`config.mk`:
```
export PLATFORM = sky130hd
export DESIGN_NAME = snr_div
export DESIGN_NICKNAME = d
export VERILOG_FILES = /design/src/sv/scan_nearest_resampler_defines.svh /design/src/sv/snr_pkg.sv /design/src/sv/snr_div.sv
export SDC_FILE = /design/constraint.sdc
export NUM_CORES = 1
export LEC_CHECK = 0
export BUFFER_PORTS_ARGS = -buffer_cell sky130_fd_sc_hd__buf_2
export CAP_MARGIN = 25
export CORE_ASPECT_RATIO = 0.7
export CORE_UTILIZATION = 30
export CTS_CLUSTER_DIAMETER = 150
export DETAILED_ROUTE_END_ITERATION = 8
export SLEW_MARGIN = 20
export SYNTH_ARGS = -nofsm -noshare
export SYNTH_HDL_FRONTEND = slang
export SYNTH_SLANG_ARGS = --single-unit
```
`constraint.sdc`:
```
create_clock -name clk -period 3.9 [get_ports clk]
set_clock_uncertainty 0.2 [all_clocks]
set_input_delay 0.39 -clock clk [delete_from_list [all_inputs] [get_ports clk]]
set_output_delay 0.39 -clock clk [all_outputs]
set_load 0.03 [all_outputs]
```
`src/sv/scan_nearest_resampler_defines.svh`:
```
// Assertion helpers shared by the resampler RTL.
// All of them sample on clk and are quiet while rst_n is low.
`ifndef SCAN_NEAREST_RESAMPLER_DEFINES_SVH
`define SCAN_NEAREST_RESAMPLER_DEFINES_SVH

// Condition that must hold at every clock edge
`define SNR_ASSERT_ALWAYS(label, cond, msg) \
    label: assert property (@(posedge clk) disable iff (!rst_n) (cond)) else $error(msg);

// Antecedent in one cycle implies consequent in the next
`define SNR_ASSERT_NEXT(label, ante, cons, msg) \
    label: assert property (@(posedge clk) disable iff (!rst_n) (ante) |=> (cons)) \
        else $error(msg);

// Antecedent implies consequent in the same cycle
`define SNR_ASSERT_SAME(label, ante, cons, msg) \
    label: assert property (@(posedge clk) disable iff (!rst_n) (ante) |-> (cons)) \
        else $error(msg);

`endif

```
`src/sv/snr_pkg.sv`:
```
`default_nettype none

package snr_pkg;

    // Field and register widths
    localparam int MODE_W    = 2;
    localparam int WORD_W    = 32;
    localparam int TGT_W     = 13;
    localparam int SPAN_W    = 23;
    localparam int STEP_W    = 20;
    localparam int CFG_W     = 23;
    localparam int CFG_IDX_W = 2;

    // Index arithmetic: k*span product, (tgt-1)*step product
    localparam int PROD_W = TGT_W + SPAN_W;
    localparam int DENP_W = TGT_W + STEP_W;
    // Dividend 2*k*span + den, divisor 2*den
    localparam int NUM_W  = PROD_W + 2;
    localparam int DEN_W  = DENP_W + 1;
    localparam int DIV_CNT_W = 6;

    // Item modes
    localparam logic [MODE_W-1:0] MODE_STORE = 2'd0;
    localparam logic [MODE_W-1:0] MODE_CLOSE = 2'd1;
    localparam logic [MODE_W-1:0] MODE_PULL  = 2'd2;

    // Register indexes
    localparam logic [CFG_IDX_W-1:0] REG_TARGET = 2'd0;
    localparam logic [CFG_IDX_W-1:0] REG_SPAN   = 2'd1;
    localparam logic [CFG_IDX_W-1:0] REG_STEP   = 2'd2;

    // Register reset values
    localparam logic [TGT_W-1:0]  TARGET_RESET = 13'd450;
    localparam logic [SPAN_W-1:0] SPAN_RESET   = 23'd6588397;
    localparam logic [STEP_W-1:0] STEP_RESET   = 20'd14641;

    // +inf single-precision word for an empty scan
    localparam logic [WORD_W-1:0] INF_BITS = 32'h7F80_0000;

    // One stored point
    typedef struct packed {
        logic [WORD_W-1:0] range_word;
        logic [WORD_W-1:0] intensity_word;
    } point_t;

endpackage

`default_nettype wire

```
`src/sv/snr_div.sv`:
```
`default_nettype none

// Restoring divider, one quotient bit per cycle
module snr_div (
    input  wire logic                        clk,
    input  wire logic                        rst_n,
    input  wire logic                        start,
    input  wire logic [snr_pkg::NUM_W-1:0]   num,
    input  wire logic [snr_pkg::DEN_W-1:0]   den,
    output logic                             done,
    output logic [snr_pkg::NUM_W-1:0]        quotient
);

    localparam int NW = snr_pkg::NUM_W;
    localparam int DW = snr_pkg::DEN_W;
    localparam int CW = snr_pkg::DIV_CNT_W;

    logic          run_reg, run_next;
    logic          done_reg, done_next;
    logic [CW-1:0] cnt_reg, cnt_next;
    logic [DW-1:0] rem_reg, rem_next;
    logic [NW-1:0] quo_reg, quo_next;
    logic [DW-1:0] den_reg, den_next;

    logic [DW:0]   shifted;
    logic [DW:0]   diff;

    // One shift-subtract step; dividend bits shift out as quotient bits shift in
    always_comb
    begin
        shifted   = {rem_reg, quo_reg[NW-1]};
        diff      = shifted - {1'b0, den_reg};
        run_next  = run_reg;
        done_next = 1'b0;
        cnt_next  = cnt_reg;
        rem_next  = rem_reg;
        quo_next  = quo_reg;
        den_next  = den_reg;
        if (start)
        begin
            run_next = 1'b1;
            cnt_next = CW'(NW - 1);
            rem_next = '0;
            quo_next = num;
            den_next = den;
        end
        else if (run_reg)
        begin
            if (!diff[DW])
            begin
                rem_next = diff[DW-1:0];
                quo_next = {quo_reg[NW-2:0], 1'b1};
            end
            else
            begin
                rem_next = shifted[DW-1:0];
                quo_next = {quo_reg[NW-2:0], 1'b0};
            end
            if (cnt_reg == '0)
            begin
                run_next  = 1'b0;
                done_next = 1'b1;
            end
            else
            begin
                cnt_next = cnt_reg - CW'(1);
            end
        end
    end

    // Control
    always_ff @(posedge clk or negedge rst_n)
    begin
        if (!rst_n)
        begin
            run_reg  <= 1'b0;
            done_reg <= 1'b0;
            cnt_reg  <= '0;
        end
        else
        begin
            run_reg  <= run_next;
            done_reg <= done_next;
            cnt_reg  <= cnt_next;
        end
    end

    // Datapath
    always_ff @(posedge clk)
    begin
        rem_reg <= rem_next;
        quo_reg <= quo_next;
        den_reg <= den_next;
    end

    assign done     = done_reg;
    assign quotient = quo_reg;

endmodule

`default_nettype wire
```
==> results, run 1 <==
- The run finished with clean final reports.
- The final period demand of the worst path is 3850 ps.
- The share of synthesized area in the top cell type comes to 34.3%.
- The maximum number of pins on one net before global-route repair is 98.
- Of all nets on the critical path, the largest fanout is 7.
- The instance count of the mapped netlist is 611.
- In the layout the commonest cells are 112 x buf_2, 72 x nand2_1, 72 x edfxtp_1.
- The library cell with the largest summed area after synthesis is edfxtp_1.
- The max-slew violation total from the final report is 0.
- The floorplan has 43 rows.
- The via count of the first global-routing pass is 4,875.
- The critical path endpoint category is a flop.
- From left edge to right edge, the die measures 175 um.
- The sequential cell area fraction in the yosys report is 48.3%.
- In the final layout, the share of cells above drive strength 1 is 30.1%.
- The routed length on met3 is 755 um.
- Counting flops with a built-in enable in the synthesized netlist gives 72.
- The DRC violation count after routing is 0.
- Data arrives at the worst endpoint at 3980 ps.
- In the final timing run, aggregate negative setup slack is 0 ps.
- The placeable core region is 20,200 um2.
- The sum of routed wire length over all layers is 15,900 um.
- The required time of the critical path is 4030 ps.
- The total of buffers placed on input and output ports is 113.
- The count of final hold-check violations is 0.
- The clock latency reported for the late side of the worst-skew pair is 420 ps.
- VDD sags by at most 0.398 mV.
- The detail route stage leaves a number of antenna-violating nets equal to 0.
- The clock tree synthesis step divided the H-tree into 4 levels.
- Clock tree synthesis inserted a total of 17 buffers.
- Counting every net in the synthesized netlist gives 723.
- 0 antenna diodes ended up in the layout.
- After synthesis, the share of flip-flops with an asynchronous set or reset is 7.02%.
- For this block, the initial DRC count from the detailed router was 357.
- The die height is 123 um.
- After detailed routing, the average wire length per cell comes to 14.9 um.
- The max-slew headroom at the worst pin is 52.3%.
- 114 I/O pins were placed.
- By area the synthesized netlist is led by edfxtp_1 34%, dfxtp_1 11%, ha_1 7.2%.
- The area added between synthesis and finish is 34.2%.
- The highest layer touched by signal routing is met4.
- The first global-routing pass estimated 25,200 um of wire.
- The analysis attributes to cell leakage a power of 3.52 nW.
- The clock passes through at most 2 buffers.
- The initial core utilization is 31.2%.
- The first detailed-routing pass took 7 iterations.
- The total global routing overflow is 0.
- By startpoint and endpoint, the worst setup path is classified as reg -> reg.
- The class of the tightest hold or removal check is in -> reg.
- The portion of the clock cycle consumed by the worst path in the final layout is 98.6%.
- At the end of routability-driven placement, the weighted congestion stood at 0.849.
- The met1 wire length is 8530 um.
- The tightest hold margin is 66.5 ps.
- After legalization and detailed placement, the total HPWL measured 10,500 um.
- The peak clock frequency supported by timing is 260 MHz.
- Dividing the detail-routed via count by the number of cells gives 4.81.
- The max-cap check violation count is 0.
- The per-instance average area after synthesis is 10.3 um2.
- The post-synthesis register bit count is 114.
- The category of the worst setup path launch point is a flop.
- Clock-pin slew was measured on the worst setup and hold paths at 60 ps.
- The number of warnings issued by yosys is 0.
- In this run the power density over the cells is 710 nW/um2.
- The die footprint is 21,600 um2.
- The primary flip-flop cell chosen by synthesis mapping is edfxtp_1.
- The leading cell type in the layout, fill and taps excluded is buf_2.
- TritonCTS built the clock tree.
- Across every metal layer, demand over resource in global routing totals 15.1%.
- Summing every instance area after synthesis gives 6300 um2.
- The number of antenna violations at the first check in global routing was 0.
- Counting distinct cell types in the post-synthesis netlist gives 58.
- Setup repair after global routing could not meet its margin everywhere.
- For the pin with the worst max-slew slack, the measured transition is 716 ps.
- The flip-flop count of the largest register after layout is 38.
- Detailed routing inserted a total of 5,112 vias.
- The total met2 wirelength after detailed routing is 6440 um.
- Setup violations remaining at the end of the flow were counted as 0.
- The clock root buffer is clkbuf_16.
- In the final design database the tool counted 892 nets.
- Counting every sink on the clock net gives 114.
==> power by group <==
group          leakage (nW)  internal [mW]  switching, mW
clock                 0.302           1.10          0.558
sequential             1.11           1.56          0.203
combinational          2.11           1.14           1.44
==> routing by layer <==
| metal | GRT usage (%) | vias up |
|---|---|---|
| met4 | 4.57 | 0 |
| met1 | 22.4 | 2411 |
| met2 | 21.3 | 134 |
| li1 | - | 2558 |
| met5 | 0 | - |
| met3 | 3.97 | 9 |
==> Yosys cell counts, drive strengths merged, types with 2 or more instances <==
cell type   n
a41oi       2
ha         36
a211oi      5
o21a        4
inv        49
o21bai      5
nand4       5
nand2b      5
edfxtp     72
xor2        9
nand2      81
or2         2
nor4        6
o21ai      25
and2        2
mux2       37
and3        2
dfrtp       8
a31oi       2
o211ai      3
a311oi     29
a221oi      2
a2111oi     3
nand3      10
o311ai      4
dfxtp      34
nor2b       2
and4        2
nor2       48
or3         3
xnor2      25
mux2i       2
nor3        5
clkbuf     25
a21o        7
nor3b       2
buf         2
a21oi      36
==> repair_timing <==
action / CTS / global route
resized for setup: 0 / 40
setup buffers: 0 / 10
gates cloned: 0 / 5
endpoints found under the setup margin: 1 / 34
hold endpoints to repair: 42 / 0
pin swaps: 1 / 22
hold buffers: 35 / 0
==> final cells by class <==
class	count	area, um2
flip-flops and latches	114	3040
clock inverters	10	159
inverters	49	184
repair buffers	177	1180
fillers	1978	11700
clock buffers	22	464
well taps	270	338
multi-input cells	421	3080
==> stage by stage <==
| step | cells | total power [mW] | utilization, % | setup slack (ps) | instance area, um2 |
|---|---|---|---|---|---|
| CTS | 1048 | 5.71 | 40.7 | 18.2 | 8200 |
| global placement | 981 | 3.98 | 35.8 | 184 | 7230 |
| finish | 1063 | 6.00 | 41.9 | 54.4 | 8450 |
| floorplan | 611 | 3.38 | - | 92.2 | 6300 |
| global route | 1063 | 6.38 | 41.9 | -143 | 8450 |
| detailed placement | 981 | 3.97 | 35.8 | 41.8 | 7230 |
==> logic make-up (layout without fill, tap and decap cells) <==
logic type / count (synthesis) / count (layout) / synth area share, %
AND/OR/NAND/NOR: 178 / 178 / 12.6
AO/OA/AOI/OAI: 133 / 133 / 15.3
flip-flops: 114 / 114 / 48.3
buffers and inverters: 76 / 258 / 4.67
multiplexers: 39 / 39 / 6.93
adder cells (fa/ha/maj): 37 / 37 / 7.47
XOR/XNOR: 34 / 34 / 4.73
==> path summary, 6_finish.rpt <==
| kind | slack, ps | from | endpoint | cells past startpoint |
|---|---|---|---|---|
| min | 70 | num[0] | quotient[0] | 3 |
| max | 50 | quotient[37] | rem_reg[3] | 15 |
| min in group asynchronous | 150 | rst_n | cnt_reg[4] | 2 |
| max in group asynchronous | 3160 | rst_n | run_reg | 2 |
| min reg2reg | 290 | rem_reg[13] | rem_reg[14] | 2 |
| max reg2reg | 50 | quotient[37] | rem_reg[3] | 15 |
==> worst max-delay path: stages (launching register included) <==
cell,delay [ps]
edfxtp_1,400
inv_2,100
ha_4,130
inv_2,30
fa_2,370
a211oi_2,280
o211ai_2,160
a21oi_4,220
nand3_4,100
a311oi_4,360
o21ai_2,150
a221oi_4,300
buf_6,180
xnor2_4,140
or3_1,390
a311oi_2,250
Note: power is estimated with default switching activity, not from simulation.
==> inputs of run 2 (changes only) <==
==> constraint.sdc (replaced) <==
create_clock -name clk -period 4.5 [get_ports clk]
set_clock_uncertainty 0.2 [all_clocks]
set_input_delay 0.45 -clock clk [delete_from_list [all_inputs] [get_ports clk]]
set_output_delay 0.45 -clock clk [all_outputs]
set_load 0.03 [all_outputs]
==> run 2 against run 1 <==
Worst setup slack better by 480 ps. Via count down 3.0%. Critical path depth down 1. Critical path type unchanged. Largest cell class is now registers. Highest routed layer unchanged.
==> results, run 2 (same netlist as run 1, synthesis figures left out) <==
- The layout has 2,002 filler cells.
- After clock tree synthesis, the flow added hold-fix buffers numbering 18.
- The total instance count after detailed placement is 975.
- The clock drives 114 sinks.
- The number of antenna violations at the first check in global routing is 0.
- Global routing finished with a remaining overflow of 0.
- In this design, the largest share of critical-path delay is due to compound AO/OA/AOI/OAI gates.
- The DRC violation count after routing is 0.
- The CTS tree is done.
- The placeable core region is 20,200 um2.
- The maximum number of pins on one net before global-route repair is 71.
- The leading cell type in the layout, fill and taps excluded is buf_2.
- In this run the vertical extent of the chip is 123 um.
- The initial core utilization is 31.2%.
- Max-cap violations in this run came to 0.
- The peak clock frequency supported by timing is 252 MHz.
- The critical path in this run is classified as reg -> reg.
- The depth of the CTS H-tree is 4.
- The critical path's slowest cell is a221oi_4.
- Setup violations remaining at the end of the flow were counted as 0.
- After clock tree synthesis, the clock-pin slew on the worst setup and hold paths is 50 ps.
- The sum of routed wire length over all layers is 15,000 um.
- The post-cts resize count is 0.
- The pre-CTS worst setup slack is 536 ps.
- The critical path endpoint category is a flop.
- The total CTS buffers is 17.
- The portion of the clock cycle consumed by the worst path in the final layout is 88.2%.
- The count of nets left with antenna violations once routing finished came out at 0.
- The final total negative setup slack is 0 ps.
- In this run the worst hold path is classified as in -> reg.
- The area added between synthesis and finish is 27.2%.
- VDD sags by at most 0.327 mV.
- In the final layout, the share of cells above drive strength 1 is 26.4%.
- The final standard cell count with taps included and fillers excluded is 1,031.
- The least setup slack across all paths after layout is 530 ps.
- In this run the post-CTS setup repair buffer count came out at 0.
- The longest clock path from root to sink contains 2 buffers.
- The post-detailed-placement half-perimeter wirelength is 10,400 um.
- The flow ran to the end, and the final reports show no timing, DRC or antenna violations.
- The wire length of the first global-routing pass is 24,600 um.
- The category of the worst setup path launch point is a flop.
- The max-slew violation total from the final report came to 0.
- Row generation in the floorplan step produced 43 rows.
- The required time of the critical path is 4620 ps.
- Setup repair after global routing left no endpoint under its margin.
- Clock latency on the worst-skew pair, taken at its later pin, is 420 ps.
- In this run the horizontal extent of the chip is 175 um.
- The flip-flop count of the largest register after layout is 38.
- The area used by sequential logic in the layout is 3040 um2.
- The tightest hold margin is 18.0 ps.
- The number of DRC markers after the initial detailed-route iteration is 315.
- The worst pin sits at a relative slew slack of 34.5%.
- Clock tree synthesis selected as its root buffer the cell clkbuf_16.
- 0 antenna diodes ended up in the layout.
- The first TritonRoute pass finished after 5 iterations.
- The total of buffers placed on input and output ports is 113.
- The static leakage power is 3.33 nW.
- The floorplan step defined a die boundary enclosing 21,600 um2.
- The top cell types in the final layout, fill and taps aside, are 112 x buf_2, 81 x nand2_1, 72 x edfxtp_1.
- The arrival time reported for the critical path endpoint is 4090 ps.
- The slew at the pin with the worst max-slew slack is 982 ps.
- The most repeated library cell on the critical path is inv_1.
- The net count of the finished layout is 860.
- The final period demand of the worst path is 3970 ps.
- In the routed layout, each cell is associated on average with a via count of 4.81.
- The via count of the first global-routing pass is 4,642.
- In this design, the stage delay of the slowest critical-path cell is 480 ps.
- The number of placed I/O pins is 114.
- The number of buffers and inverters on the critical path is 2.
- Traced cell by cell, the critical path runs through inv_1 -> ha_1 -> inv_1 -> fa_1 -> a211oi_2 -> o211ai_2 -> a21oi_4 -> nand3_2 -> a311oi_4 -> o21ai_2 -> a221oi_4 -> xnor2_4 -> nand2_1 -> a311oi_1.
- The combined global-route utilization of all metal layers is 14.7%.
- The share of the core filled with cells is 39.7%.
- The total vias in the final route is 4,959.
- The multi-input combinational cell area is 2990 um2.
- The critical-path maximum fanout is 32.
- Power spread over the standard cell area amounts to 597 nW/um2.
- The count of final hold-check violations is 0.
- After detailed routing, the average wire length per cell comes to 14.5 um.
- The routability congestion estimate is 0.831.
==> run 2: cell count changes in the layout (fill, tap and decap cells not counted), sizes merged <==
| cell | before | now |
|---|---|---|
| bufinv | 4 | 3 |
| buf | 142 | 121 |
| clkinv | 5 | 8 |
| clkbuf | 22 | 17 |
| inv | 49 | 50 |
| clkinvlp | 1 | 3 |
| dlygate4sd3 | 35 | 24 |
==> run 2: worst reg2reg max path: stages (launching register included) <==
cell and delay, ps:
edfxtp_1 370, inv_1 90, ha_1 160, inv_1 50, fa_1 420, a211oi_2 260, o211ai_2 140, a21oi_4 220
nand3_2 140, a311oi_4 300, o21ai_2 140, a221oi_4 480, xnor2_4 430, nand2_1 170, a311oi_1 320
==> run 2: cell type report <==
type | count | area share [%]
Sequential cell | 114 | 38.0
Multi-Input combinational cell | 421 | 37.3
Timing Repair Buffer | 145 | 10.8
Clock buffer | 17 | 5.31
Tap cell | 270 | 4.22
Inverter | 49 | 2.30
Clock inverter | 15 | 2.08
==> run 2: power breakdown <==
part	switching (mW)	internal, mW	total, mW
Sequential	0.173	1.35	1.52
Clock	0.489	0.864	1.35
Combinational	1.13	0.783	1.91
==> run 2: path summary, 6_finish.rpt <==
check                        startpoint          end  slack [ps]  depth (start not counted)
setup / recovery           quotient[37]  rem_reg[10]         530                         14
hold / removal                   den[7]   den_reg[7]          20                          1
setup reg to reg           quotient[37]  rem_reg[10]         530                         14
hold reg to reg             rem_reg[21]  rem_reg[22]         300                          2
max in group asynchronous         rst_n      run_reg        3700                          2
min in group asynchronous         rst_n      run_reg         220                          2
==> run 2: per-stage QoR <==
step | area [um2] | power (mW)
after CTS | 7950 | 4.80
final | 8010 | 4.79
after detailed placement | 7180 | 3.40
after global placement | 7180 | 3.40
after global routing | 8010 | 5.12
after floorplan | 6300 | 2.93
==> run 2: per-layer routing <==
layer / up-vias / part of all wire, % / wire length (um) / global-route usage [%]
met2: 113 / 39 / 5850 / 19.8
met4: 0 / 0.91 / 136 / 4.78
met1: 2338 / 56 / 8310 / 22.4
met3: 10 / 4.4 / 658 / 3.72
li1: 2498 / - / - / -
met5: - / 0 / 0 / 0
